--- src/rtl/core/mar_pkg.sv ---
// ----------------------------------------------------------------------------
// mar_pkg
// Shared constants and types of the masked area resampler.
// ----------------------------------------------------------------------------
package mar_pkg;
    localparam int DEF_MAX_WIDTH  = 256;
    localparam int DEF_MAX_HEIGHT = 256;
    localparam int DEF_MAX_SPAN   = 16;
    localparam int CFG_W          = 9;
    localparam int POS_W          = 16;
    localparam int SPAN_W         = 13;
    localparam int PIX_W          = 8;
    localparam logic [7:0] PIX_MAX = 8'd255;

    typedef enum logic
    {
        REG_IMAGE_WIDTH  = 1'b0,
        REG_IMAGE_HEIGHT = 1'b1
    } reg_idx_t;

    localparam logic FUNC_WRITE  = 1'b0;
    localparam logic FUNC_SAMPLE = 1'b1;

    // Request from the sequencer to the divider. The weight total of a
    // window of up to 8191 by 8191 256ths-of-a-pixel needs 26 bits.
    typedef struct packed
    {
        logic        start;
        logic [47:0] num;
        logic [25:0] den;
    } div_req_t;
endpackage

--- src/rtl/core/mar_div.sv ---
// ----------------------------------------------------------------------------
// mar_div
// Restoring divider, one quotient bit a cycle, 8-bit saturated quotient.
// ----------------------------------------------------------------------------
module mar_div
(
    input  logic              clk,
    input  logic              rst_n,
    input  mar_pkg::div_req_t req,
    output logic              done,
    output logic [7:0]        quot
);
    // The quotient saturates at 255, so only nine quotient bits are needed:
    // the numerator is first compared against den << 8.
    logic [3:0]  cnt_reg,  cnt_next;
    logic        busy_reg, busy_next;
    logic [47:0] rem_reg,  rem_next;
    logic [25:0] den_reg,  den_next;
    logic [8:0]  q_reg,    q_next;
    logic [47:0] trial;
    logic [3:0]  sh;

    always_comb
    begin
        sh = 4'd8 - cnt_reg;
        trial = 48'(den_reg) << sh;
    end

    always_comb
    begin
        cnt_next  = cnt_reg;
        busy_next = busy_reg;
        rem_next  = rem_reg;
        den_next  = den_reg;
        q_next    = q_reg;
        done      = 1'b0;
        if (req.start)
        begin
            busy_next = 1'b1;
            cnt_next  = 4'd0;
            rem_next  = req.num;
            den_next  = req.den;
            q_next    = '0;
        end
        else if (busy_reg)
        begin
            if (rem_reg >= trial)
            begin
                rem_next = rem_reg - trial;
                q_next   = {q_reg[7:0], 1'b1};
            end
            else
            begin
                q_next = {q_reg[7:0], 1'b0};
            end
            cnt_next = cnt_reg + 4'd1;
            if (cnt_reg == 4'd8)
            begin
                busy_next = 1'b0;
            end
        end
        if (busy_reg == 1'b0 && cnt_reg == 4'd9)
        begin
            done = 1'b1;
        end
    end

    always_ff @(posedge clk or negedge rst_n)
    begin
        if (!rst_n)
        begin
            cnt_reg  <= 4'd0;
            busy_reg <= 1'b0;
        end
        else
        begin
            cnt_reg  <= (done) ? 4'd0 : cnt_next;
            busy_reg <= busy_next;
        end
    end

    always_ff @(posedge clk)
    begin
        rem_reg <= rem_next;
        den_reg <= den_next;
        q_reg   <= q_next;
    end

    assign quot = (q_reg[8]) ? mar_pkg::PIX_MAX : q_reg[7:0];
endmodule

--- config.mk ---
export PLATFORM = sky130hd
export DESIGN_NAME = mar_div
export DESIGN_NICKNAME = d
export VERILOG_FILES = /design/src/rtl/core/mar_pkg.sv /design/src/rtl/core/mar_div.sv
export SDC_FILE = /design/constraint.sdc
export NUM_CORES = 1
export LEC_CHECK = 0
export BUFFER_PORTS_ARGS = -buffer_cell sky130_fd_sc_hd__buf_2
export CAP_MARGIN = 20
export CORE_AREA = 2 2 114 116
export CTS_CLUSTER_DIAMETER = 80
export DETAILED_ROUTE_END_ITERATION = 12
export DIE_AREA = 0 0 116 118
export GPL_TIMING_DRIVEN = 1
export PLACE_DENSITY = 0.91
export SETUP_SLACK_MARGIN = 0.15
export SYNTH_ARGS = -nofsm -noshare
export SYNTH_HDL_FRONTEND = slang
export SYNTH_SLANG_ARGS = --single-unit
export TNS_END_PERCENT = 30
--- constraint.sdc ---
create_clock -name clk -period 6.8 [get_ports clk]
set_input_delay 1.02 -clock clk [delete_from_list [all_inputs] [get_ports clk]]
set_output_delay 1.02 -clock clk [all_outputs]
set_load 0.02 [all_outputs]
; ---- Word level (Yosys, flattened, before mapping)
; Index checks and enable logic that the tools add are counted.
[classes]
n_addsub = 3
order_cmp = 1
eq_ne = 2
shifts = 1
mux = 12
bitwise_logic = 1
reduce_logical = 5
[op_table]
columns = cell, count
row1 = $mux W48, 3
row2 = $ge A48 B48 Y1, 1
row3 = $shl A26 B4 Y48, 1
row4 = $sub A48 B48 Y48, 1
row5 = $mux W4, 3
row6 = $eq A4 B4 Y1 const B, 2
row7 = $mux W8, 1
row8 = $mux W1, 5
row9 = $add A4 B1 Y4 const B, 1
row10 = $reduce_bool A2 Y1, 2
row11 = $sub A4 B4 Y4 const A, 1
row12 = $reduce_bool A3 Y1, 1
row13 = $reduce_and A2 Y1, 1
row14 = $logic_and A1 B1 Y1, 1
row15 = $not A1 Y1, 1
[word_totals]
ff_bits = 88
output_inout_bits = 9
wordCells = 30

; ---- Depth between registers and ports, before layout
[depth]
depth_word = 6
depth_mapped = 22
ltp_nobuf = 17

; ---- Worst setup path before layout
; Ideal clock, no wire load.
[synth_timing]
path_kind = reg-to-reg
start = register cnt_reg[0]
end = register rem_reg[0], enable pin
setup_time_ps = 707
arrival_ps = 5323
t_required_ps = 6093
setup_slack_ps = 770
path_stages_with_launch = 18
n_path_buf = 4
period_less_slack_ps = 6030
path_cell_list = dfrtp_1 -> buf_2 -> buf_1 -> inv_1 -> ha_1 -> clkbuf_1 -> clkbuf_1 -> o21ai_0 -> or3_1 -> ha_1 -> a211oi_2 -> o21ai_1 -> a21oi_1 -> o21ai_1 -> a21boi_0 -> a21oi_1 -> o2111ai_1 -> nand3_1
[synth_between]
elab_chain_len = 5
[synth_lines]
columns = element, line_no
row1 = "start, declared", mar_div.sv:15  ; logic [3:0] cnt_reg, cnt_next;
row2 = "start signal, assigned", mar_div.sv:77  ; cnt_reg <= (done) ? 4'd0 : cnt_next;
row3 = $sub A4 B4 Y4, mar_div.sv:25  ; sh = 4'd8 - cnt_reg;
row4 = $shl A26 B4 Y48, mar_div.sv:26  ; trial = 48'(den_reg) << sh;
row5 = $ge A48 B48 Y1, mar_div.sv:47  ; if (rem_reg >= trial)
row6 = $reduce_bool A2 Y1 (no source line), -
row7 = $reduce_and A2 Y1 (no source line), -
row8 = "end signal, assigned", mar_div.sv:84  ; rem_reg <= rem_next;
row9 = "end, declared", mar_div.sv:17  ; logic [47:0] rem_reg, rem_next;
; No other way between the ends.
; A chain may end at the register's enable or synchronous reset.

; ---- Worst setup path after layout
[layout_timing]
start = register cnt_reg[0]
end = register rem_reg[15], enable pin
; The elaborated chain is that of the path after synthesis.

==> results.md <==
- Worst EP required: 6880 ps
- Via count: 6,746
- Worst path arrival time: 5660 ps
- Unique masters post-synth: 65
- Drt via density: 6.14
- Largest net degree at the start of global routing: 69
- Min Clock Period, post-route: 5580 ps
- Mapped Nets: 982
- Least-Margin Pin Slew: 799 ps
- DRC errors left: 0
- Fill cells: 1,042
- DP Area: 7900 µm²
- Yosys warns: 0
- Number of flip-flops in the largest register: 48
- CP max FO: 26
- Layout cells sized above 1: 0.160
- Setup CP Type: flip-flop to flip-flop
- Hold_ws: 450 ps
- Antenna violations before repair: 0
- Primary FF master, synth: edfxtp_1
- Final Slew Violations: 0
- Critical path depth: 18
- Number of post-CTS setup repair buffers: 0
- 1st-iter DRT viols: 724
- Critical-path top delay cell: ha_1
- Max Cap Viol: 0
- I/O pin count: 86
- Clock sinks: 88
- Routed Antenna Nets: 0
- Top Family by Delay on Critical Path: compound AO/OA/AOI/OAI gates
- CTS tree: built
- Final Hold Fails: 0
- NumNets Final: 1,043
- Reg2Reg Depth: 18
- Worst-path clk slew: 80 ps
- Ranking of synthesized cells by area: edfxtp_1 30%, ha_1 7.5%, nand2_1 7.4%
- Die area: 13,700 µm²
- Number of synthesized flops with an enable pin: 74
- Lkg Pwr: 3.48 nW
- Max incr delay on CP: 820 ps
- Post-Route WL: 19.0 mm
- Synth cell count leaders: 145 x nand2_1, 92 x o21ai_0, 74 x edfxtp_1
- Maximum VDD drop: 0.220 mV
- Power density over cell area: 475 nW/µm²
- Pre-CTS setup slack: 1300 ps
- Top cell type's share of synthesized area: 0.303
- Effective utilization at floorplan: 0.592
- GR Util All Layers: 0.282
- Startpoint Class: flip-flop
- Most common cell on crit path: nand2_1
- Layout Utilization: 0.660
- Clk buf depth: 2
- Die height: 118 µm
- CTS H-tree lvls: 3
- Grt total ovfl: 0
- Post-synthesis sequential area ratio: 0.344
- Critical path cell sequence: inv_1 > ha_1 > clkinv_1 > nand2_1 > o21a_1 > nand2_1 > o31ai_1 > nand2_1 > ha_1 > o21ai_0 > o21ai_1 > a21oi_1 > o21ai_1 > a21boi_0 > a21oi_1 > o2111ai_1 > nand3_2 > buf_4
- Post-synthesis instance area: 7350 µm²
- Global-route wire length before repair: 30.5 mm
- FF-to-FF setup slack: 1220 ps
- Die Width: 116 µm
- Routed len/inst: 17.3 µm
- Cell Rows: 41
- Layout Skew: 16.7 ps
- Syn-to-layout area delta: 11.5%
- Post-Syn Instances: 860
- Final period util: 0.820
- Asr flop ratio synth: 0.0568
- Worst skew pair latency: 370 ps
- Crit path buffers/inverters: 3
- Num CTS Buffers: 9
- Antenna cells: 0
- RSZ-0062 raised after global routing: no
- Hold Buf Count CTS: 0
- Drt first pass iters: 6
- CTS root buf: clkbuf_16
- Syn avg cell area: 8.54 µm²
- Cell with the most instances after synthesis: nand2_1
- Synthesized flop and latch total: 88
- Final setup fails: 0
- Setup slack after layout: 1220 ps
- Leading area contributor after synthesis: edfxtp_1
- HP Class: primary input to asynchronous set/reset pin
- I/O Buffers: 85
- GPL Wtd Cong: 1.02
- Setup TNS: 0 ps
- Fin area: 8190 µm²
- Post-CTS Resized: 0
- Critical path endpoint category: flip-flop
- F_max: 0.179 GHz
- Slew headroom: 0.468
- Vias in the first global route: 6,281
- Post-DP HPWL: 14.4 mm
- Outcome: completed
- Total core area: 12,400 µm²
through the flow:
step | power (mW) | instances
2_1_floorplan | 2.78 | 860
3_3_place_gp | 3.28 | 1082
3_5_place_dp | 3.32 | 1082
4_1_cts | 3.84 | 1098
5_1_grt | 4.18 | 1098
6_report | 3.89 | 1098
layout make-up:
| cell class | count | area, µm² | area share |
|---|---|---|---|
| multi-input cells | 709 | 4600 | 0.561 |
| flip-flops and latches | 88 | 2530 | 0.309 |
| repair buffers | 93 | 488 | 0.0596 |
| clock buffers | 9 | 225 | 0.0275 |
| well taps | 172 | 215 | 0.0263 |
| inverters | 20 | 75.1 | 0.00917 |
| clock inverters | 7 | 61.3 | 0.00749 |
cells by family after synthesis:
family,share of synthesized area
simple gates,0.194
compound gates,0.218
flops,0.344
buf+inv,0.0339
mux,0.0830
fa+ha+maj,0.0777
xor+xnor,0.0489
worst paths after layout:
kind	end	startpoint
setup / recovery	rem_reg[15]	cnt_reg[0]
hold / removal	busy_reg	rst_n
setup reg to reg	rem_reg[15]	cnt_reg[0]
hold reg to reg	q_reg[2]	q_reg[2]
max in group asynchronous	cnt_reg[0]	rst_n
min in group clk	q_reg[2]	q_reg[2]
per-layer routing:
metal	share of wire	track usage	routed length, µm	vias up
met5	0	0	0	-
met4	0.043	0.133	824	0
met3	0.064	0.0520	1210	62
met2	0.48	0.454	9020	285
met1	0.42	0.365	7920	3113
li1	-	-	-	3286
report_power, final:
part / switching [mW] / internal (mW) / total, mW
clock network: 0.238 / 0.255 / 0.493
registers: 0.101 / 0.802 / 0.903
logic: 1.51 / 0.977 / 2.49
total: 1.85 / 2.03 / 3.89
cell usage in the layout (no fill, tap or decap), types with 6 or more instances in the layout:
master,count
nor2_1,56
xnor2_1,20
o31ai_1,8
nor4_1,6
and2_1,6
ha_1,44
or2_2,11
nand3_1,13
o21ai_1,7
mux2_2,7
or3_1,12
dfxtp_1,9
buf_4,9
xor2_1,18
a21oi_1,67
nor3_1,19
o21ai_0,92
a21o_1,21
o21bai_1,12
a211oi_1,8
a31oi_1,7
nand2_1,145
mux2i_1,35
nand4_1,9
nor2b_1,7
mux4_2,8
and3_1,11
edfxtp_1,74
clkbuf_16,9
o211ai_1,7
buf_2,84
inv_1,19
(Power assumes the default switching activity.)
